==> src/sv/assert_macros.svh <==
// assertion macros shared by the rtl files
`ifndef ASSERT_MACROS_SVH
`define ASSERT_MACROS_SVH

// property must hold at every rising edge outside reset
`define ASSERT_CLK(label, clk, rst_n, prop, msg) \
    label: assert property (@(posedge clk) disable iff (!(rst_n)) (prop)) else $error(msg);

// condition must never be seen at a rising edge outside reset
`define ASSERT_NEVER(label, clk, rst_n, cond, msg) \
    `ASSERT_CLK(label, clk, rst_n, !(cond), msg)

`endif

==> src/sv/cach_pkg.sv <==
// types, codes and helpers of the adaptive channel hopper
`timescale 1ns / 1ps
`default_nettype none

package cach_pkg;

    localparam int CHAN_W   = 7;
    localparam int LOSS_W   = 8;
    localparam int PCOUNT_W = 3;
    localparam int PEER_W   = 2;
    localparam int POS_W    = 4;
    localparam int CFG_IDX_W  = 2;
    localparam int CFG_DATA_W = 8;

    localparam logic [1:0] FUNC_TICK  = 2'd0;
    localparam logic [1:0] FUNC_EVENT = 2'd1;
    localparam logic [1:0] FUNC_LOAD  = 2'd2;

    localparam logic [1:0] EV_TX_OK   = 2'd0;
    localparam logic [1:0] EV_TX_FAIL = 2'd1;
    localparam logic [1:0] EV_RX      = 2'd2;
    localparam logic [1:0] EV_OTHER   = 2'd3;

    localparam logic [1:0] KIND_POLL   = 2'd0;
    localparam logic [1:0] KIND_TUNE   = 2'd1;
    localparam logic [1:0] KIND_NOTICE = 2'd2;

    localparam logic [CFG_IDX_W-1:0] CFG_LOSS_THRESHOLD = 2'd0;
    localparam logic [CFG_IDX_W-1:0] CFG_PEER_COUNT     = 2'd1;

    typedef enum logic [3:0] {
        ST_IDLE,
        ST_TICK_EVAL,
        ST_TICK_BYTE,
        ST_TICK_SWAP,
        ST_LOAD,
        ST_EV_START,
        ST_EV_NOTE,
        ST_EV_ADV,
        ST_EV_TUNE_RD,
        ST_EV_TUNE
    } t_state;

    // controller to datapath
    typedef struct packed {
        logic       in_ready;
        logic       cnt_eval;
        logic       idx_clr;
        logic       idx_inc;
        logic       rd_slot;
        logic       ev_mark;
        logic       peer_adv;
        logic       swap;
        logic       load_wr;
        logic       emit;
        logic [1:0] emit_kind;
    } t_cmd;

    // datapath to controller
    typedef struct packed {
        logic       in_acc;
        logic [1:0] in_func;
        logic [1:0] item_event;
        logic       out_free;
        logic       idx_last;
        logic       hit;
        logic       wrap;
    } t_stat;

    // next peer index, peer count clamped to 1..4
    function automatic logic [PEER_W-1:0] peer_next(logic [PEER_W-1:0] peer,
                                                     logic [PCOUNT_W-1:0] pcount);
        logic [PCOUNT_W-1:0] eff;
        logic [PCOUNT_W-1:0] r;
        eff = (pcount == 3'd0) ? 3'd1 : ((pcount > 3'd4) ? 3'd4 : pcount);
        r   = {1'b0, peer} + 3'd1;
        for (int k = 0; k < 4; k++) begin
            if (r >= eff) begin
                r = r - eff;
            end
        end
        return r[PEER_W-1:0];
    endfunction

endpackage

`default_nettype wire

==> src/sv/cach_if.sv <==
// handshake channels: input items, result items, configuration writes
`timescale 1ns / 1ps
`default_nettype none

interface cach_in_if;
    import cach_pkg::*;
    logic              valid;
    logic              ready;
    logic [1:0]        func;
    logic [1:0]        event_code;
    logic [POS_W-1:0]  load_position;
    logic [CHAN_W-1:0] load_channel;
    modport source (output valid, func, event_code, load_position, load_channel,
                    input ready);
    modport sink (input valid, func, event_code, load_position, load_channel,
                  output ready);
endinterface

interface cach_out_if;
    import cach_pkg::*;
    logic                valid;
    logic                ready;
    logic [1:0]          kind;
    logic [PCOUNT_W-1:0] peer_prefix;
    logic [1:0]          slot;
    logic [CHAN_W-1:0]   channel;
    logic                table_changed;
    logic                last;
    modport source (output valid, kind, peer_prefix, slot, channel, table_changed, last,
                    input ready);
    modport sink (input valid, kind, peer_prefix, slot, channel, table_changed, last,
                  output ready);
endinterface

interface cach_cfg_if;
    import cach_pkg::*;
    logic                  valid;
    logic                  ready;
    logic [CFG_IDX_W-1:0]  index;
    logic [CFG_DATA_W-1:0] data;
    modport source (output valid, index, data, input ready);
    modport sink (input valid, index, data, output ready);
endinterface

`default_nettype wire

==> src/sv/cach_ram.sv <==
// generic single write port ram with registered read
`timescale 1ns / 1ps
`default_nettype none

module cach_ram #(
    parameter int WIDTH = 8,
    parameter int DEPTH = 4
) (
    input  wire logic                                    i_clk,
    input  wire logic                                    i_we,
    input  wire logic [((DEPTH > 1) ? $clog2(DEPTH) : 1)-1:0] i_waddr,
    input  wire logic [WIDTH-1:0]                        i_wdata,
    input  wire logic [((DEPTH > 1) ? $clog2(DEPTH) : 1)-1:0] i_raddr,
    output logic [WIDTH-1:0]                             o_rdata
);

    logic [WIDTH-1:0] r_mem [DEPTH];
    logic [WIDTH-1:0] r_rdata;

    always_ff @(posedge i_clk) begin
        if (i_we) begin
            r_mem[i_waddr] <= i_wdata;
        end
        r_rdata <= r_mem[i_raddr];
    end

    assign o_rdata = r_rdata;

endmodule

`default_nettype wire

==> src/sv/cach_dp.sv <==
// datapath: tables, loss counters, slot and peer state, result register
`timescale 1ns / 1ps
`default_nettype none
`include "assert_macros.svh"

module cach_dp #(
    parameter int USED_SLOTS  = 3,
    parameter int SPARE_SLOTS = 8
) (
    input  wire logic     i_clk,
    input  wire logic     i_rst_n,
    input  cach_pkg::t_cmd i_cmd,
    output cach_pkg::t_stat o_stat,
    cach_in_if.sink       i_item,
    cach_out_if.source    o_result,
    cach_cfg_if.sink      i_cfg
);
    import cach_pkg::*;

    localparam int UW = (USED_SLOTS > 1) ? $clog2(USED_SLOTS) : 1;
    localparam int SW = $clog2(SPARE_SLOTS);
    localparam int KW = ((SW > POS_W) ? SW : POS_W) + 1;

    // configuration
    logic [LOSS_W-1:0]   r_thresh;
    logic [PCOUNT_W-1:0] r_pcount;

    // latched item
    logic [1:0]        r_event;
    logic [POS_W-1:0]  r_pos;
    logic [CHAN_W-1:0] r_lchan;

    // hopping state
    logic [UW-1:0]     r_slot, n_slot;
    logic [PEER_W-1:0] r_peer, n_peer;
    logic              r_armed;
    logic              r_hit;
    logic [LOSS_W-1:0] r_loss [USED_SLOTS];
    logic [UW-1:0]     r_idx, n_idx;
    logic [CHAN_W-1:0] r_old;
    logic [SW-1:0]     r_head, n_head;

    // result register
    logic              r_out_valid;
    logic [1:0]        r_out_kind;
    logic [PCOUNT_W-1:0] r_out_prefix;
    logic [1:0]        r_out_slot;
    logic [CHAN_W-1:0] r_out_chan;
    logic              r_out_changed;
    logic              r_out_last;

    logic              in_acc;
    logic              out_free;
    logic              idx_last;
    logic [LOSS_W-1:0] loss_inc;
    logic              hit_now;
    logic              wrap;

    logic              pos_used;
    logic [POS_W-1:0]  spare_k;
    logic              spare_ok;
    logic [KW-1:0]     spare_sum;
    logic [SW-1:0]     spare_waddr;

    logic              used_we;
    logic [UW-1:0]     used_waddr;
    logic [CHAN_W-1:0] used_wdata;
    logic [UW-1:0]     used_raddr;
    logic [CHAN_W-1:0] used_rdata;
    logic              spare_we;
    logic [SW-1:0]     spare_wa;
    logic [CHAN_W-1:0] spare_wdata;
    logic [CHAN_W-1:0] spare_rdata;

    logic              out_last;
    logic [UW-1:0]     out_slot;

    assign in_acc   = i_item.valid && i_item.ready;
    assign out_free = !r_out_valid || o_result.ready;
    assign idx_last = (r_idx == UW'(USED_SLOTS - 1));
    assign loss_inc = r_loss[r_slot] + 8'd1;
    assign hit_now  = (loss_inc == r_thresh);
    assign n_peer   = peer_next(r_peer, r_pcount);
    assign wrap     = (n_peer == '0);
    assign n_slot   = (r_slot == UW'(USED_SLOTS - 1)) ? '0 : r_slot + 1'b1;
    assign n_head   = (r_head == SW'(SPARE_SLOTS - 1)) ? '0 : r_head + 1'b1;

    always_comb begin
        n_idx = r_idx;
        if (i_cmd.idx_clr) begin
            n_idx = '0;
        end else if (i_cmd.idx_inc) begin
            n_idx = r_idx + 1'b1;
        end
    end

    // spare position is relative to the fifo head
    assign pos_used  = ({1'b0, r_pos} < 5'(USED_SLOTS));
    assign spare_k   = r_pos - POS_W'(USED_SLOTS);
    assign spare_ok  = !pos_used && (KW'(spare_k) < KW'(SPARE_SLOTS));
    always_comb begin
        spare_sum = KW'(r_head) + KW'(spare_k);
        if (spare_sum >= KW'(SPARE_SLOTS)) begin
            spare_sum = spare_sum - KW'(SPARE_SLOTS);
        end
    end
    assign spare_waddr = spare_sum[SW-1:0];

    assign used_we     = (i_cmd.load_wr && pos_used) || i_cmd.swap;
    assign used_waddr  = i_cmd.swap ? r_slot : r_pos[UW-1:0];
    assign used_wdata  = i_cmd.swap ? spare_rdata : r_lchan;
    assign used_raddr  = i_cmd.rd_slot ? r_slot : n_idx;
    assign spare_we    = (i_cmd.load_wr && spare_ok) || i_cmd.swap;
    assign spare_wa    = i_cmd.swap ? r_head : spare_waddr;
    assign spare_wdata = i_cmd.swap ? r_old : r_lchan;

    cach_ram #(.WIDTH(CHAN_W), .DEPTH(USED_SLOTS)) u_used_ram (
        .i_clk   (i_clk),
        .i_we    (used_we),
        .i_waddr (used_waddr),
        .i_wdata (used_wdata),
        .i_raddr (used_raddr),
        .o_rdata (used_rdata)
    );

    cach_ram #(.WIDTH(CHAN_W), .DEPTH(SPARE_SLOTS)) u_spare_ram (
        .i_clk   (i_clk),
        .i_we    (spare_we),
        .i_waddr (spare_wa),
        .i_wdata (spare_wdata),
        .i_raddr (r_head),
        .o_rdata (spare_rdata)
    );

    // configuration writes
    assign i_cfg.ready = 1'b1;
    always_ff @(posedge i_clk) begin
        if (!i_rst_n) begin
            r_thresh <= 8'd4;
            r_pcount <= 3'd2;
        end else if (i_cfg.valid) begin
            case (i_cfg.index)
                CFG_LOSS_THRESHOLD: r_thresh <= i_cfg.data;
                CFG_PEER_COUNT:     r_pcount <= i_cfg.data[PCOUNT_W-1:0];
                default: ;
            endcase
        end
    end

    assign i_item.ready = i_cmd.in_ready;
    always_ff @(posedge i_clk) begin
        if (in_acc) begin
            r_event <= i_item.event_code;
            r_pos   <= i_item.load_position;
            r_lchan <= i_item.load_channel;
        end
    end

    // slot, peer, counters
    always_ff @(posedge i_clk) begin
        if (!i_rst_n) begin
            r_slot  <= '0;
            r_peer  <= '0;
            r_armed <= 1'b0;
            r_hit   <= 1'b0;
            r_head  <= '0;
            r_idx   <= '0;
            for (int k = 0; k < USED_SLOTS; k++) begin
                r_loss[k] <= '0;
            end
        end else begin
            r_idx <= n_idx;
            if (i_cmd.cnt_eval) begin
                r_hit <= r_armed && hit_now;
                if (r_armed) begin
                    if (hit_now) begin
                        r_armed <= 1'b0;
                        for (int k = 0; k < USED_SLOTS; k++) begin
                            r_loss[k] <= '0;
                        end
                    end else begin
                        r_loss[r_slot] <= loss_inc;
                    end
                end
            end
            if (i_cmd.ev_mark) begin
                r_loss[r_slot] <= '0;
                r_armed        <= 1'b1;
            end
            if (i_cmd.peer_adv) begin
                r_peer <= n_peer;
                if (wrap) begin
                    r_slot <= n_slot;
                end
            end
            if (i_cmd.swap) begin
                r_head <= n_head;
            end
        end
    end

    // channel being replaced, caught as its poll byte goes out
    always_ff @(posedge i_clk) begin
        if (i_cmd.emit && (i_cmd.emit_kind == KIND_POLL) && (r_idx == r_slot)) begin
            r_old <= used_rdata;
        end
    end

    always_comb begin
        out_last = 1'b1;
        out_slot = r_slot;
        case (i_cmd.emit_kind)
            KIND_POLL: begin
                out_last = idx_last;
                out_slot = r_idx;
            end
            KIND_NOTICE: out_last = !wrap;
            default: ;
        endcase
    end

    always_ff @(posedge i_clk) begin
        if (!i_rst_n) begin
            r_out_valid <= 1'b0;
        end else if (i_cmd.emit) begin
            r_out_valid <= 1'b1;
        end else if (o_result.ready) begin
            r_out_valid <= 1'b0;
        end
    end

    always_ff @(posedge i_clk) begin
        if (i_cmd.emit) begin
            r_out_kind    <= i_cmd.emit_kind;
            r_out_prefix  <= {1'b0, r_peer} + 3'd1;
            r_out_slot    <= 2'(out_slot);
            r_out_chan    <= used_rdata;
            r_out_changed <= (i_cmd.emit_kind == KIND_POLL) && idx_last && r_hit;
            r_out_last    <= out_last;
        end
    end

    assign o_result.valid         = r_out_valid;
    assign o_result.kind          = r_out_kind;
    assign o_result.peer_prefix   = r_out_prefix;
    assign o_result.slot          = r_out_slot;
    assign o_result.channel       = r_out_chan;
    assign o_result.table_changed = r_out_changed;
    assign o_result.last          = r_out_last;

    assign o_stat.in_acc     = in_acc;
    assign o_stat.in_func    = i_item.func;
    assign o_stat.item_event = r_event;
    assign o_stat.out_free   = out_free;
    assign o_stat.idx_last   = idx_last;
    assign o_stat.hit        = r_hit;
    assign o_stat.wrap       = wrap;

    `ASSERT_NEVER(a_slot_range, i_clk, i_rst_n, int'(r_slot) >= USED_SLOTS,
        "slot index out of table range")
    `ASSERT_CLK(a_disarm_on_hit, i_clk, i_rst_n,
        (i_cmd.cnt_eval && r_armed && hit_now) |=> (!r_armed && r_hit),
        "threshold hit did not disarm hopping")

endmodule

`default_nettype wire

==> src/sv/cach_ctrl.sv <==
// controller state machine sequencing ticks, events and loads
`timescale 1ns / 1ps
`default_nettype none
`include "assert_macros.svh"

module cach_ctrl (
    input  wire logic      i_clk,
    input  wire logic      i_rst_n,
    input  cach_pkg::t_stat i_stat,
    output cach_pkg::t_cmd  o_cmd
);
    import cach_pkg::*;

    t_state r_state, n_state;

    always_ff @(posedge i_clk) begin
        if (!i_rst_n) begin
            r_state <= ST_IDLE;
        end else begin
            r_state <= n_state;
        end
    end

    always_comb begin
        n_state = r_state;
        unique case (r_state)
            ST_IDLE: begin
                if (i_stat.in_acc) begin
                    unique case (i_stat.in_func)
                        FUNC_TICK:  n_state = ST_TICK_EVAL;
                        FUNC_EVENT: n_state = ST_EV_START;
                        FUNC_LOAD:  n_state = ST_LOAD;
                        default:    n_state = ST_IDLE;
                    endcase
                end
            end
            ST_TICK_EVAL: n_state = ST_TICK_BYTE;
            ST_TICK_BYTE: begin
                if (i_stat.out_free && i_stat.idx_last) begin
                    n_state = i_stat.hit ? ST_TICK_SWAP : ST_IDLE;
                end
            end
            ST_TICK_SWAP: n_state = ST_IDLE;
            ST_LOAD:      n_state = ST_IDLE;
            ST_EV_START: begin
                unique case (i_stat.item_event)
                    EV_TX_OK: n_state = ST_IDLE;
                    EV_RX:    n_state = ST_EV_NOTE;
                    default:  n_state = ST_EV_ADV;
                endcase
            end
            ST_EV_NOTE: begin
                if (i_stat.out_free) begin
                    n_state = ST_EV_ADV;
                end
            end
            ST_EV_ADV:     n_state = i_stat.wrap ? ST_EV_TUNE_RD : ST_IDLE;
            ST_EV_TUNE_RD: n_state = ST_EV_TUNE;
            ST_EV_TUNE: begin
                if (i_stat.out_free) begin
                    n_state = ST_IDLE;
                end
            end
            default: n_state = ST_IDLE;
        endcase
    end

    always_comb begin
        o_cmd = '0;
        o_cmd.emit_kind = KIND_POLL;
        unique case (r_state)
            ST_IDLE:      o_cmd.in_ready = 1'b1;
            ST_TICK_EVAL: begin
                o_cmd.cnt_eval = 1'b1;
                o_cmd.idx_clr  = 1'b1;
            end
            ST_TICK_BYTE: begin
                if (i_stat.out_free) begin
                    o_cmd.emit    = 1'b1;
                    o_cmd.idx_inc = !i_stat.idx_last;
                end
            end
            ST_TICK_SWAP: o_cmd.swap    = 1'b1;
            ST_LOAD:      o_cmd.load_wr = 1'b1;
            ST_EV_START: begin
                o_cmd.rd_slot = 1'b1;
                o_cmd.ev_mark = (i_stat.item_event == EV_RX);
            end
            ST_EV_NOTE: begin
                o_cmd.rd_slot   = 1'b1;
                o_cmd.emit      = i_stat.out_free;
                o_cmd.emit_kind = KIND_NOTICE;
            end
            ST_EV_ADV:     o_cmd.peer_adv = 1'b1;
            ST_EV_TUNE_RD: o_cmd.rd_slot  = 1'b1;
            ST_EV_TUNE: begin
                o_cmd.rd_slot   = 1'b1;
                o_cmd.emit      = i_stat.out_free;
                o_cmd.emit_kind = KIND_TUNE;
            end
            default: ;
        endcase
    end

    `ASSERT_NEVER(a_emit_when_full, i_clk, i_rst_n, o_cmd.emit && !i_stat.out_free,
        "result loaded while previous beat still waits")
    `ASSERT_CLK(a_swap_after_hit, i_clk, i_rst_n,
        (r_state == ST_TICK_SWAP) |-> ($past(r_state) == ST_TICK_BYTE && $past(i_stat.hit)),
        "channel swap without a threshold hit")

endmodule

`default_nettype wire

==> src/sv/central_adaptive_channel_hopper.sv <==
// top level of the central adaptive channel hopper
`timescale 1ns / 1ps
`default_nettype none

// Central side of a polled radio link with adaptive hopping. The block keeps a
// table of used channels, a fifo of spare channels, a loss counter per slot, a
// hop-armed flag and the current slot and peer. Input beats on i_item carry a
// func code: a poll tick sends one poll byte per used slot (each tagged with
// the peer prefix, the last one flagging a channel swap); a radio event may
// give a data-received notice and, when the peer index wraps, a tune beat for
// the next slot; a load writes one table entry (positions below USED_SLOTS go
// to the used table, those below USED_SLOTS + SPARE_SLOTS to the spare fifo
// counted from its head, higher ones are dropped). The last field marks the
// final result beat of each input. Timing: one item is handled at a time by
// the sequencer; a result beat waits in an output register and holds the
// sequencer only while the sink holds ready low. Configuration writes on i_cfg
// are taken at any time but must only change registers while the block is
// idle. Channel tables have no reset: every entry must be loaded before it is
// used.

module central_adaptive_channel_hopper #(
    parameter int USED_SLOTS  = 3,
    parameter int SPARE_SLOTS = 8
) (
    input  wire logic  i_clk,
    input  wire logic  i_rst_n,
    cach_in_if.sink    i_item,
    cach_out_if.source o_result,
    cach_cfg_if.sink   i_cfg
);
    import cach_pkg::*;

    // command and status between sequencer and datapath
    t_cmd  w_cmd;
    t_stat w_stat;

    cach_ctrl u_ctrl (
        .i_clk   (i_clk),
        .i_rst_n (i_rst_n),
        .i_stat  (w_stat),
        .o_cmd   (w_cmd)
    );

    // tables, counters and the result register live in the datapath
    cach_dp #(
        .USED_SLOTS  (USED_SLOTS),
        .SPARE_SLOTS (SPARE_SLOTS)
    ) u_dp (
        .i_clk    (i_clk),
        .i_rst_n  (i_rst_n),
        .i_cmd    (w_cmd),
        .o_stat   (w_stat),
        .i_item   (i_item),
        .o_result (o_result),
        .i_cfg    (i_cfg)
    );

endmodule

`default_nettype wire

==> src/flat_wrapper.sv <==
// flat-port wrapper written by rule: the top's interface ports become plain ports
module central_adaptive_channel_hopper_flat import cach_pkg::*;
#(
    parameter int USED_SLOTS  = 3,
    parameter int SPARE_SLOTS = 8
)
  (i_clk, i_rst_n, i_item_valid, i_item_func, i_item_event_code, i_item_load_position, i_item_load_channel, i_item_ready, o_result_valid, o_result_kind, o_result_peer_prefix, o_result_slot, o_result_channel, o_result_table_changed, o_result_last, o_result_ready, i_cfg_valid, i_cfg_index, i_cfg_data, i_cfg_ready);
  cach_in_if i_item_i ();
  cach_out_if o_result_i ();
  cach_cfg_if i_cfg_i ();
  input  wire logic i_clk;
  input  wire logic i_rst_n;
  input wire logic [$bits(i_item_i.valid)-1:0] i_item_valid;
  input wire logic [$bits(i_item_i.func)-1:0] i_item_func;
  input wire logic [$bits(i_item_i.event_code)-1:0] i_item_event_code;
  input wire logic [$bits(i_item_i.load_position)-1:0] i_item_load_position;
  input wire logic [$bits(i_item_i.load_channel)-1:0] i_item_load_channel;
  output wire logic [$bits(i_item_i.ready)-1:0] i_item_ready;
  output wire logic [$bits(o_result_i.valid)-1:0] o_result_valid;
  output wire logic [$bits(o_result_i.kind)-1:0] o_result_kind;
  output wire logic [$bits(o_result_i.peer_prefix)-1:0] o_result_peer_prefix;
  output wire logic [$bits(o_result_i.slot)-1:0] o_result_slot;
  output wire logic [$bits(o_result_i.channel)-1:0] o_result_channel;
  output wire logic [$bits(o_result_i.table_changed)-1:0] o_result_table_changed;
  output wire logic [$bits(o_result_i.last)-1:0] o_result_last;
  input wire logic [$bits(o_result_i.ready)-1:0] o_result_ready;
  input wire logic [$bits(i_cfg_i.valid)-1:0] i_cfg_valid;
  input wire logic [$bits(i_cfg_i.index)-1:0] i_cfg_index;
  input wire logic [$bits(i_cfg_i.data)-1:0] i_cfg_data;
  output wire logic [$bits(i_cfg_i.ready)-1:0] i_cfg_ready;
  assign i_item_i.valid = i_item_valid;
  assign i_item_i.func = i_item_func;
  assign i_item_i.event_code = i_item_event_code;
  assign i_item_i.load_position = i_item_load_position;
  assign i_item_i.load_channel = i_item_load_channel;
  assign i_item_ready = i_item_i.ready;
  assign o_result_valid = o_result_i.valid;
  assign o_result_kind = o_result_i.kind;
  assign o_result_peer_prefix = o_result_i.peer_prefix;
  assign o_result_slot = o_result_i.slot;
  assign o_result_channel = o_result_i.channel;
  assign o_result_table_changed = o_result_i.table_changed;
  assign o_result_last = o_result_i.last;
  assign o_result_i.ready = o_result_ready;
  assign i_cfg_i.valid = i_cfg_valid;
  assign i_cfg_i.index = i_cfg_index;
  assign i_cfg_i.data = i_cfg_data;
  assign i_cfg_ready = i_cfg_i.ready;
  central_adaptive_channel_hopper #(.USED_SLOTS(USED_SLOTS), .SPARE_SLOTS(SPARE_SLOTS)) u_core (.i_clk(i_clk), .i_rst_n(i_rst_n), .i_item(i_item_i), .o_result(o_result_i), .i_cfg(i_cfg_i));
endmodule
==> config.mk <==
export PLATFORM = sky130hd
export DESIGN_NAME = central_adaptive_channel_hopper_flat
export DESIGN_NICKNAME = d
export VERILOG_FILES = /design/src/sv/cach_pkg.sv /design/src/sv/cach_if.sv /design/src/sv/cach_ram.sv /design/src/sv/cach_dp.sv /design/src/sv/cach_ctrl.sv /design/src/sv/central_adaptive_channel_hopper.sv /design/src/flat_wrapper.sv
export VERILOG_INCLUDE_DIRS = /design/src /design/src/sv
export SDC_FILE = /design/constraint.sdc
export NUM_CORES = 1
export LEC_CHECK = 0
export BUFFER_PORTS_ARGS = -buffer_cell sky130_fd_sc_hd__buf_2
export CORE_MARGIN = 2
export CORE_UTILIZATION = 25
export CTS_CLUSTER_SIZE = 30
export DETAILED_ROUTE_END_ITERATION = 8
export PLACE_DENSITY = 0.48
export SLEW_MARGIN = 25
export SYNTH_ARGS = -nofsm -noshare
export SYNTH_HDL_FRONTEND = slang
export SYNTH_SLANG_ARGS = --single-unit
==> constraint.sdc <==
create_clock -name i_clk -period 5.79 [get_ports i_clk]
set_clock_uncertainty 0.15 [all_clocks]
set_input_delay 0.8685 -clock i_clk [delete_from_list [all_inputs] [get_ports i_clk]]
set_output_delay 0.8685 -clock i_clk [all_outputs]
set_load 0.02 [all_outputs]
# Word level (Yosys, flattened, before mapping)
# Memories as Yosys holds them, arrays and structs flattened. A register that Yosys moved wholly into a read port is not among the register bits.
# Cells that the tools add are included.
[word_totals] regBits=63 ram_bits=101 input_bits=30 output_inout_bits=19 elab_cells=173 memories=3
[mem_list] name="u_core.u_dp.u_spare_ram.r_mem" words=8 width=7 rd=1 rd_ports_with_merged_regs=1 write_ports=1 line_no="cach_ram.sv:17" rtl="logic [WIDTH-1:0] r_mem [DEPTH];"
[mem_list] name="u_core.u_dp.r_loss" words=3 width=8 rd=1 rd_ports_with_merged_regs=1 write_ports=3 line_no="cach_dp.sv:38" rtl="logic [LOSS_W-1:0] r_loss [USED_SLOTS];"
[mem_list] name="u_core.u_dp.u_used_ram.r_mem" words=3 width=7 rd=1 rd_ports_with_merged_regs=1 write_ports=1 line_no="cach_ram.sv:17"
[classes] add_sub_neg=12 magnitude_cmp=8 n_eq_ne=23 n_mux=70 n_bitwise=4 reduce_logical=33
[ops] op="$mux 8" n=5
[ops] op="$mux 1" n=32
[ops] op="$pmux 4 s8" n=1
[ops] op="$mux 2" n=12
[ops] op="$mux 3" n=8
[ops] op="$mux 4" n=5
[ops] op="$eq 4x3->1 const B" n=4
[ops] op="$mux 7" n=2
[ops] op="$ge 3x3->1" n=4
[ops] op="$eq 2x2->1 const B" n=5
[ops] op="$logic_and 1x1->1" n=10
[ops] op="$logic_not 2->1" n=5
[ops] op="$pmux 3 s3" n=1
[ops] op="$sub 3x3->3" n=3
[ops] op="$add 8x1->8 const B" n=1
[ops] op="$eq 4x2->1 const B" n=2
[ops] op="$eq 4x4->1 const B" n=2
[ops] op="$eq 8x8->1" n=1
[ops] op="$ne 2x2->1 const B" n=4
[ops] op="$reduce_or 8->1" n=1
[ops] op="$pmux 3 s2" n=1
[ops] op="$reduce_and 2->1" n=3
[ops] op="$add 3x4->5" n=1
[ops] op="$ge 5x4->1 const B" n=1
[ops] op="other kinds (24)" n=36

# Depth between registers and ports, before layout
# Gate-level depths: netlist of run 1.
[logic_depth] ltp_word=15 ltp_mapped=26

# Hierarchy
# A second synthesis of run 1 with hierarchy kept.
[unflattened] cells_unflattened=658 hier_area_um2=8732.1
[by_module_without_submodules] module="cach_dp" n_inst=1 cells_per_inst=434 area_per_inst_um2=4916.0
[by_module_without_submodules] module="cach_ram (u_core.u_dp.u_spare_ram)" n_inst=1 cells_per_inst=101 area_per_inst_um2=2366.0
[by_module_without_submodules] module="cach_ram (u_core.u_dp.u_used_ram)" n_inst=1 cells_per_inst=54 area_per_inst_um2=945.9
[by_module_without_submodules] module="cach_ctrl" n_inst=1 cells_per_inst=69 area_per_inst_um2=504.2

# Worst setup path after synthesis of run 1
# Ideal clock, no wire load.
[synth_timing] path_kind="register -> register" from="register u_core.u_dp.r_pcount[1]" to="register (tool-made name)" setup_time_ps=72 t_arrival_ps=5507 required_time_ps=5568 path_slack_ps=61 path_stages_with_launch=25 path_buffers=0 period_less_slack_ps=5729 cell_sequence="dfxtp_1 > nor2b_1 > nor2_1 > ha_1 > nand2b_1 > a211oi_1 > or3_1 > and2_1 > inv_1 > ha_1 > a21oi_1 > a211oi_1 > o22a_1 > ha_1 > nand2b_1 > a21o_1 > a21o_1 > a41o_1 > o22ai_1 > ha_1 > a21o_1 > a21oi_1 > o22ai_1 > a211oi_2 > mux2i_1"
[synth_lines] element="start, declared" line_no="cach_dp.sv:26" rtl="logic [PCOUNT_W-1:0] r_pcount;"
[synth_lines] element="start signal, assigned" line_no="cach_dp.sv:144" rtl="CFG_PEER_COUNT: r_pcount <= i_cfg.data[PCOUNT_W-1:0];"

# Worst setup path in the final report of run 1
[layout_timing] from="register u_core.u_dp.r_pcount[1]" to="register u_core.u_dp.r_slot[0]"
[layout_between] elab_chain_len=13 word_cells_on_any_way=18
[layout_rtl] element="$gt 3x3->1" line_no="cach_pkg.sv:75" rtl="eff = (pcount == 3'd0) ? 3'd1 : ((pcount > 3'd4) ? 3'd4 : pcount);"
[layout_rtl] element="$mux 3" line_no="cach_pkg.sv:75"
[layout_rtl] element="$mux 3 (*)" line_no="cach_pkg.sv:75"
[layout_rtl] element="$sub 3x3->3 / $ge 3x3->1 (equally long branches)" line_no="cach_pkg.sv:79, cach_pkg.sv:78"
[layout_rtl] element="$mux 3" line_no="cach_pkg.sv:78" rtl="if (r >= eff) begin"
[layout_rtl] element="$sub 3x3->3 / $ge 3x3->1 (equally long branches)" line_no="cach_pkg.sv:79, cach_pkg.sv:78"
[layout_rtl] element="$mux 3" line_no="cach_pkg.sv:78"
[layout_rtl] element="$sub 3x3->3 / $ge 3x3->1 (equally long branches)" line_no="cach_pkg.sv:79, cach_pkg.sv:78"
[layout_rtl] element="$mux 3" line_no="cach_pkg.sv:78"
[layout_rtl] element="$ge 3x3->1 / $sub 2x2->2 (equally long branches)" line_no="cach_pkg.sv:78, cach_pkg.sv:79"
[layout_rtl] element="$mux 2 (*)" line_no="cach_pkg.sv:78"
[layout_rtl] element="$logic_not 2->1 (*)" line_no="cach_dp.sv:84" rtl="assign wrap = (n_peer == '0);"
[layout_rtl] element="$reduce_and 2->1 (no source line) (*)"
[layout_rtl] element="end signal, assigned" line_no="cach_dp.sv:193" rtl="r_slot <= n_slot;"
[layout_rtl] element="end, declared" line_no="cach_dp.sv:34" rtl="logic [UW-1:0] r_slot, n_slot;"
# Every way passes the cells marked *; elsewhere a longest branch is shown, timed or not.
# A chain may end at the register's enable or synchronous reset.

==> results.sh, run 1 <==
export IMPL_status="finished clean"
export IMPL_synthArstFlopShare=0
export IMPL_die_y_um=189
export IMPL_final_antenna_net_count=0
export IMPL_grt_util_all_layers=0.110
export IMPL_antenna_cells=0
export IMPL_num_vias=5195
export IMPL_first_global_vias=5365
export IMPL_powerDensity_nw_per_um2=359
export IMPL_post_dp_hpwl_um=13100
export IMPL_wl_um=18800
export IMPL_crit_required_ns=6.00
export IMPL_path_common_cell="ha_1"
export IMPL_core_area_um2=33600
export IMPL_antenna_found_initial=0
export IMPL_synth_top_area_share=0.510
export IMPL_drtIter0Drc=332
export IMPL_drc=0
export IMPL_timing_hold_ws_ns=0.289
export IMPL_place_port_buffers=47
export IMPL_die_x_um=189
export IMPL_setup_violations=0
export IMPL_ios=49
export IMPL_synth_nets=717
export IMPL_post_route_util=0.298
export IMPL_p_total_w=0.00360
export IMPL_path_class="reg -> reg"
export IMPL_finalCritPeriodShare=0.950
export IMPL_hold_start="u_core.u_dp.u_used_ram.o_rdata[6]$_DFF_P_"
export IMPL_synthTopCellsByArea="edfxtp_1 (51%), dfxtp_1 (10%), mux4_2 (5.8%)"
export IMPL_ys_ff_latch=188
export IMPL_worstSetupStartpointType="register"
export IMPL_maxSlewViolCount=0
export IMPL_yosysSeqAreaShare=0.610
export IMPL_min_delay_worst_endpoint="u_core.u_dp.o_result.channel[6]$_DFFE_PP_"
export IMPL_path_clk_slew_ns=0.07
export IMPL_fmax_mhz=182
export IMPL_num_rows=67
export IMPL_path_max_fanout=7
export IMPL_hold_path_class="reg -> reg"
export IMPL_layout_drive_gt1_share=0.237
export IMPL_timing_rr_end="u_core.u_dp.r_slot[0]$_SDFFE_PN0P_"
export IMPL_r2r_start="u_core.u_dp.r_pcount[1]$_SDFFE_PN1P_"
export IMPL_syn_area_um2=8540
export IMPL_dieArea_um2=35700
export IMPL_area_growth_pct=17.2
export IMPL_finalNonFillerCells=1179
export IMPL_post_synth_top_area_cell="edfxtp_1"
export IMPL_slew_headroom=0.352
export IMPL_setup_slack_ns=0.287
export IMPL_r2r_cells=25
export IMPL_gr_total_overflow=0
export IMPL_clk_latency_ns=0.44
export IMPL_crit_arrival_ns=5.72
export IMPL_grt_pass1_wl_um=30200
export IMPL_synth_edf_count=145
export IMPL_hold_buffers=0
export IMPL_synth_ff_type="edfxtp_1"
export IMPL_place_inst=1147
export IMPL_cts_buffers_inserted=17
export IMPL_cts_sinks=188
export IMPL_p_leak_nw=3.47
export IMPL_crit_slowest_cell="dfxtp_1"
export IMPL_cts_root_buffer="clkbuf_16"
export IMPL_min_path_cells=0
export IMPL_ir_worst_vdd_v=0.000225
export IMPL_final_common_cell="edfxtp_1"
export IMPL_cts_buffer_depth=2
export IMPL_place_congestion=0.741
export IMPL_synth_avg_cell_area_um2=12.9
export IMPL_syn_inst=662
export IMPL_cap_violations=0
export IMPL_tightestPinTransition_ns=0.963
export IMPL_viasPerCell=4.41
export IMPL_start_util=0.254
export IMPL_grt_max_degree=23
export IMPL_fillers=3431
export IMPL_period_minus_slack_ns=5.50
export IMPL_synth_cell_type_count=66
export IMPL_final_hold_viol_count=0
export IMPL_worst_path_largest_cell_delay_ns=0.33
export IMPL_synth_warnings=0
export IMPL_first_pass_iters=4
export IMPL_nets=773
export IMPL_final_cell_mix="edfxtp_1 (145), nor2_1 (80), nand2_1 (67)"
export IMPL_htreeDepth=4
export IMPL_endpoint_kind="register"
export IMPL_pre_cts_slack_ns=0.0296
export IMPL_cts_tree="yes"
export IMPL_reg2reg_slack_ns=0.29
export IMPL_routedWlPerCell_um=16.0
-- logic make-up after synthesis --
family                     Yosys count  synth area share
buffers and inverters               55            0.0261
AOI/OAI and AO/OA                   86            0.0659
muxes                               61             0.107
other                                1          0.000439
and+or+nand+nor                    220             0.117
DFF                                188             0.610
xor gates and xnor gates            26            0.0325
adders and majority gates           25            0.0401
-- sequential cells by signal, summed over array words and instances (netlist names), 7 cells and up, named ones only --
name                             flops
u_core.u_dp.u_spare_ram.r_mem       56
u_core.u_dp.r_thresh                 8
u_core.u_dp.u_used_ram.r_mem        21
u_core.u_dp.r_lchan                  7
u_core.u_dp.r_loss                  32
u_core.u_dp.u_used_ram.o_rdata       7
u_core.u_dp.u_spare_ram.o_rdata      7
u_core.u_dp.o_result.channel         7
u_core.u_dp.r_old                    7
-- worst max-delay path by stage --
stage / startpoint / slack [ns] / cells after the start / end
detailed placement: u_core.u_dp.r_pcount[1]$_SDFFE_PN1P_ / 0.03 / 27 / register
floorplan: u_core.u_dp.r_pcount[1]$_SDFFE_PN1P_ / 0.06 / 24 / register
global route: u_core.u_dp.r_pcount[1]$_SDFFE_PN1P_ / -0.05 / 25 / u_core.u_dp.r_slot[1]$_SDFFE_PN0P_
global placement: u_core.u_dp.r_pcount[1]$_SDFFE_PN1P_ / 0.14 / 27 / register
CTS: u_core.u_dp.r_pcount[1]$_SDFFE_PN1P_ / 0.06 / 27 / u_core.u_dp.r_slot[0]$_SDFFE_PN0P_
finish: u_core.u_dp.r_pcount[1]$_SDFFE_PN1P_ / 0.29 / 25 / u_core.u_dp.r_slot[0]$_SDFFE_PN0P_
-- what timing repair did --
action	CTS	global route
gates resized for setup	1	18
setup endpoints to repair	5	8
buffers inserted	0	0
pin swaps	0	4
-- layout make-up --
type,instances,area (µm²),area share
well taps,448,561,0.0560
multi-input cells,419,3190,0.319
repair buffers,64,363,0.0362
flip-flops and latches,188,5220,0.521
clock inverters,14,135,0.0135
inverters,28,105,0.0105
clock buffers,18,439,0.0439
-- layer usage --
layer	wire, µm	track usage	vias up
met5	0	0	-
met4	146	0.0267	0
met3	603	0.0263	14
met2	9080	0.181	84
met1	8990	0.147	2550
li1	-	-	2547
-- power breakdown --
group	total, W	internal [W]	switching [W]
combinational	0.000714	0.000269	0.000445
clock	0.00113	0.000579	0.000555
sequential	0.00175	0.00166	0.0000916
-- cell usage after synthesis, types with 8 or more instances --
cell	n
a21oi_1	25
clkbuf_1	17
dfxtp_1	43
edfxtp_1	145
ha_1	21
inv_1	27
mux2_2	24
mux2i_1	15
mux4_2	22
nand2_1	68
nand2b_1	9
nand3_1	9
nor2_1	82
nor3_1	20
o21ai_0	12
xnor2_1	14
xor2_1	8
-- through the flow --
step / TNS (ns) / cell area (µm²)
finish: 0 / 10000
floorplan: 0 / 8540
global route: -0.140 / 10000
detailed placement: 0 / 9380
global placement: 0 / 9370
CTS: 0 / 9950
-- critical path: cells and delay by family (launching register included) --
| kind | cells | cell delay (ns) |
|---|---|---|
| buffers and inverters | 3 | 0.38 |
| AO/OA/AOI/OAI | 9 | 1.80 |
| multiplexers | 2 | 0.48 |
| adder cells (fa/ha/maj) | 4 | 1.18 |
| AND/OR/NAND/NOR | 7 | 1.11 |
| flip-flops | 1 | 0.33 |
No activity file was read; power rests on OpenSTA's default activity.
==> run 2, diff against run 1 <==
- CORE_MARGIN: 2 -> 5
==> results.sh, run 2 (same netlist as run 1, synthesis figures left out) <==
export IMPL_place_congestion=0.762
export IMPL_path_class="reg -> reg"
export IMPL_timing_hold_ws_ns=0.281
export IMPL_cts_sinks=188
export IMPL_post_dp_hpwl_um=13200
export IMPL_clk_latency_ns=0.43
export IMPL_cts_buffer_depth=2
export IMPL_top_register="u_core.u_dp.u_spare_ram.r_mem"
export IMPL_num_rows=67
export IMPL_dieArea_um2=38000
export IMPL_grt_pass1_wl_um=30100
export IMPL_antenna_found_initial=0
export IMPL_setup_violations=0
export IMPL_grt_util_all_layers=0.101
export IMPL_cap_violations=0
export IMPL_path_clk_slew_ns=0.07
export IMPL_final_antenna_net_count=0
export IMPL_period_minus_slack_ns=5.47
export IMPL_final_hold_viol_count=0
export IMPL_ios=49
export IMPL_status="finished clean"
export IMPL_gr_total_overflow=0
export IMPL_drc=0
export IMPL_hold_buffers=0
export IMPL_crit_required_ns=6.00
export IMPL_start_util=0.254
export IMPL_finalCritPeriodShare=0.944
export IMPL_grt_max_degree=23
export IMPL_largest_reg_flops=56
export IMPL_htreeDepth=4
export IMPL_die_x_um=195
export IMPL_drtIter0Drc=235
export IMPL_path_max_fanout=7
export IMPL_finalNonFillerCells=1180
export IMPL_layout_drive_gt1_share=0.239
export IMPL_first_global_vias=5364
export IMPL_fmax_mhz=183
export IMPL_place_inst=1148
export IMPL_routedWlPerCell_um=16.1
export IMPL_nets=774
export IMPL_place_port_buffers=47
export IMPL_cts_buffers_inserted=17
export IMPL_die_y_um=195
export IMPL_antenna_cells=0
export IMPL_powerDensity_nw_per_um2=365
export IMPL_endpoint_kind="register"
export IMPL_crit_arrival_ns=5.68
export IMPL_worstSetupStartpointType="register"
export IMPL_final_common_cell="edfxtp_1"
export IMPL_reg_top3="u_core.u_dp.u_spare_ram.r_mem: 56 flops, u_core.u_dp.r_loss: 32 flops, u_core.u_dp.u_used_ram.r_mem: 21 flops"
export IMPL_hold_path_class="reg -> reg"
export IMPL_cts_root_buffer="clkbuf_16"
export IMPL_cts_tree="yes"
export IMPL_viasPerCell=4.43
export IMPL_final_cell_mix="edfxtp_1 (145), nor2_1 (80), nand2_1 (67)"
export IMPL_wl_um=19000
export IMPL_core_area_um2=33600
export IMPL_ir_worst_vdd_v=0.000219
export IMPL_p_leak_nw=3.51
export IMPL_slew_headroom=0.354
export IMPL_area_growth_pct=17.8
export IMPL_first_pass_iters=4
export IMPL_post_route_util=0.299
export IMPL_tightestPinTransition_ns=0.967
export IMPL_num_vias=5230
export IMPL_maxSlewViolCount=0
## run 2: final timing paths
check,from,cells past startpoint,slack (ns),end
worst max register to register,u_core.u_dp.r_pcount[2]$_SDFFE_PN0P_,26,0.32,u_core.u_dp.r_slot[0]$_SDFFE_PN0P_
worst min-delay path,u_core.u_dp.u_used_ram.o_rdata[1]$_DFF_P_,0,0.28,u_core.u_dp.o_result.channel[1]$_DFFE_PP_
worst min register to register,u_core.u_dp.u_used_ram.o_rdata[1]$_DFF_P_,0,0.28,u_core.u_dp.o_result.channel[1]$_DFFE_PP_
worst max-delay path,u_core.u_dp.r_pcount[2]$_SDFFE_PN0P_,26,0.32,u_core.u_dp.r_slot[0]$_SDFFE_PN0P_
## run 2: per-layer routing
layer,part of all wire,track usage
met3,0.026,0.0199
met4,0.011,0.0282
met5,0,0
met1,0.48,0.139
met2,0.48,0.161
## run 2: layout make-up
| type | instances | area (µm²) |
|---|---|---|
| fillers | 3432 | 23600 |
| inverters | 28 | 105 |
| flip-flops and latches | 188 | 5220 |
| clock buffers | 20 | 447 |
| clock inverters | 12 | 155 |
| repair buffers | 65 | 370 |
| well taps | 448 | 561 |
| multi-input cells | 419 | 3210 |
## run 2: timing repair
item / CTS / global route
gates resized for setup: 1 / 22
pin swaps: 0 / 2
setup endpoints to repair: 5 / 8
buffers inserted: 0 / 0
## run 2: worst max-delay path, cell delays in order (launching register included)
cell and delay [ns]:
dfxtp_2 0.35, inv_1 0.18, nand2_2 0.15, ha_1 0.38, a211oi_4 0.33, or3_4 0.18
and2_4 0.16, inv_1 0.05, ha_1 0.27, nand2_1 0.07, a211o_1 0.28, and2_1 0.20
a21oi_2 0.17, ha_1 0.25, a21o_1 0.18, a21oi_2 0.17, o221a_2 0.23, a21o_1 0.09
ha_1 0.24, nand2b_1 0.15, a21o_1 0.18, a21oi_2 0.15, buf_4 0.16, o22ai_1 0.11
a211oi_2 0.21, buf_4 0.18, mux2i_1 0.17
## run 2: power by group
| group | internal, W | total (W) | switching [W] | leakage [nW] |
|---|---|---|---|---|
| Sequential | 0.00166 | 0.00175 | 0.0000922 | 1.70 |
| Clock | 0.000661 | 0.00119 | 0.000533 | 0.286 |
| Combinational | 0.000276 | 0.000724 | 0.000448 | 1.52 |
| Total | 0.00259 | 0.00367 | 0.00107 | 3.51 |
## run 2: metrics by stage
| step | total power (W) | TNS, ns | setup slack (ns) | instance area (µm²) |
|---|---|---|---|---|
| 3_5_place_dp | 0.00249 | -0.00361 | -0.00361 | 9370 |
| 6_report | 0.00367 | 0 | 0.323 | 10100 |
| 3_3_place_gp | 0.00249 | 0 | 0.136 | 9370 |
| 4_1_cts | 0.00369 | 0 | 0.0663 | 9980 |
| 5_1_grt | 0.00386 | -0.149 | -0.0690 | 10100 |
| 2_1_floorplan | 0.00224 | 0 | 0.0612 | 8540 |
==> run 3, diff against run 2 <==
- RECOVER_POWER: not set -> 100
==> results.sh, run 3 (same netlist as run 1, synthesis figures left out) <==
export IMPL_antenna_cells=0
export IMPL_endpoint_kind="register"
export IMPL_p_total_w=0.00365
export IMPL_cts_sinks=188
export IMPL_tightestPinTransition_ns=2.39
export IMPL_hold_buffers=0
export IMPL_area_growth_pct=16.8
export IMPL_top_register="u_core.u_dp.u_spare_ram.r_mem"
export IMPL_final_hold_viol_count=0
export IMPL_worstSetupStartpointType="register"
export IMPL_p_leak_nw=3.42
export IMPL_drtIter0Drc=216
export IMPL_hold_start="u_core.u_dp.u_used_ram.o_rdata[1]$_DFF_P_"
export IMPL_startpoint="u_core.u_dp.r_pcount[2]$_SDFFE_PN0P_"
export IMPL_grt_util_all_layers=0.101
export IMPL_worst_path_largest_cell_delay_ns=0.38
export IMPL_crit_required_ns=6.00
export IMPL_reg2reg_slack_ns=0.32
export IMPL_first_pass_iters=4
export IMPL_largest_reg_flops=56
export IMPL_layout_drive_gt1_share=0.193
export IMPL_failed_checks="capacitance limit, slew limit"
export IMPL_num_vias=5233
export IMPL_viasPerCell=4.43
export IMPL_ios=49
export IMPL_wl_um=18900
export IMPL_dieArea_um2=38000
export IMPL_setup_violations=0
export IMPL_final_common_cell="edfxtp_1"
export IMPL_post_route_util=0.297
export IMPL_first_global_vias=5364
export IMPL_htreeDepth=4
export IMPL_path_clk_slew_ns=0.07
export IMPL_path_class="reg -> reg"
export IMPL_cts_buffer_depth=2
export IMPL_cts_root_buffer="clkbuf_16"
export IMPL_post_dp_hpwl_um=13200
export IMPL_final_cell_mix="edfxtp_1 (145), nor2_1 (82), nand2_1 (67)"
export IMPL_ir_worst_vdd_v=0.000220
export IMPL_critical_path_buf_inv_count=4
export IMPL_routedWlPerCell_um=16.1
export IMPL_antenna_found_initial=0
export IMPL_fmax_mhz=183
export IMPL_place_port_buffers=47
export IMPL_core_area_um2=33600
export IMPL_highest_layer="met4"
export IMPL_cts_tree="yes"
export IMPL_cts_buffers_inserted=17
export IMPL_r2r_start="u_core.u_dp.r_pcount[2]$_SDFFE_PN0P_"
export IMPL_nets=774
export IMPL_num_rows=67
export IMPL_status="finished, violations left"
export IMPL_place_congestion=0.762
export IMPL_r2r_cells=26
export IMPL_cap_violations=2
export IMPL_min_path_cells=0
export IMPL_reg_top3="u_core.u_dp.u_spare_ram.r_mem: 56 flops, u_core.u_dp.r_loss: 32 flops, u_core.u_dp.u_used_ram.r_mem: 21 flops"
export IMPL_start_util=0.254
export IMPL_final_antenna_net_count=0
export IMPL_clk_latency_ns=0.43
export IMPL_powerDensity_nw_per_um2=366
export IMPL_wl_met1_um=9190
export IMPL_crit_arrival_ns=5.68
export IMPL_finalCritPeriodShare=0.945
export IMPL_post_cts_setup_buffers=0
export IMPL_grt_pass1_wl_um=30100
export IMPL_crit_slowest_cell="ha_1"
export IMPL_cp_top_family="compound AO/OA/AOI/OAI gates"
export IMPL_maxSlewViolCount=27
export IMPL_wl_met2_um=8990
export IMPL_grt_max_degree=23
export IMPL_gr_total_overflow=0
export IMPL_path_max_fanout=7
export IMPL_period_minus_slack_ns=5.47
export IMPL_die_x_um=195
export IMPL_slew_headroom=-0.614
export IMPL_drc=0
export IMPL_die_y_um=195
export IMPL_wl_met3_um=498
export IMPL_hold_path_class="reg -> reg"
export IMPL_cp_num_cells=26
export IMPL_path_common_cell="ha_1"
-- run 3: worst paths after layout --
kind                                          endpoint
max reg2reg         u_core.u_dp.r_slot[0]$_SDFFE_PN0P_
max                 u_core.u_dp.r_slot[0]$_SDFFE_PN0P_
min          u_core.u_dp.o_result.channel[1]$_DFFE_PP_
min reg2reg  u_core.u_dp.o_result.channel[1]$_DFFE_PP_
-- run 3: per-stage QoR --
| step | area (µm²) | TNS, ns | hold WS (ns) | setup WS, ns | cells |
|---|---|---|---|---|---|
| final | 9980 | 0 | 0.281 | 0.317 | 1180 |
| after floorplan | 8540 | 0 | 0.254 | 0.0612 | 662 |
| after global placement | 9370 | 0 | 0.265 | 0.136 | 1148 |
| after CTS | 9980 | 0 | 0.280 | 0.0663 | 1180 |
| after detailed placement | 9370 | -0.00361 | 0.265 | -0.00361 | 1148 |
| after global routing | 9980 | -0.160 | 0.292 | -0.0702 | 1180 |
-- run 3: per-layer routing --
metal / vias to the layer above / global-route usage
met4: 0 / 0.0282
li1: 2547 / -
met2: 66 / 0.161
met3: 18 / 0.0199
met1: 2602 / 0.139
met5: - / 0
-- run 3: timing repair --
item,4_1_cts,5_1_grt
pin swaps,0,2
endpoints found under the setup margin,5,8
gates resized for setup,1,22
-- run 3: area by class of cell --
type	count	area [µm²]
Fill cell	3443	23600
Sequential cell	188	5220
Multi-Input combinational cell	419	3170
Tap cell	448	561
Clock buffer	20	447
Timing Repair Buffer	65	324
Clock inverter	12	155
Inverter	28	105
-- run 3: where the power goes --
group	switching, W	internal, W	total, W
logic	0.000446	0.000261	0.000707
clock network	0.000531	0.000661	0.00119
registers	0.0000933	0.00166	0.00175
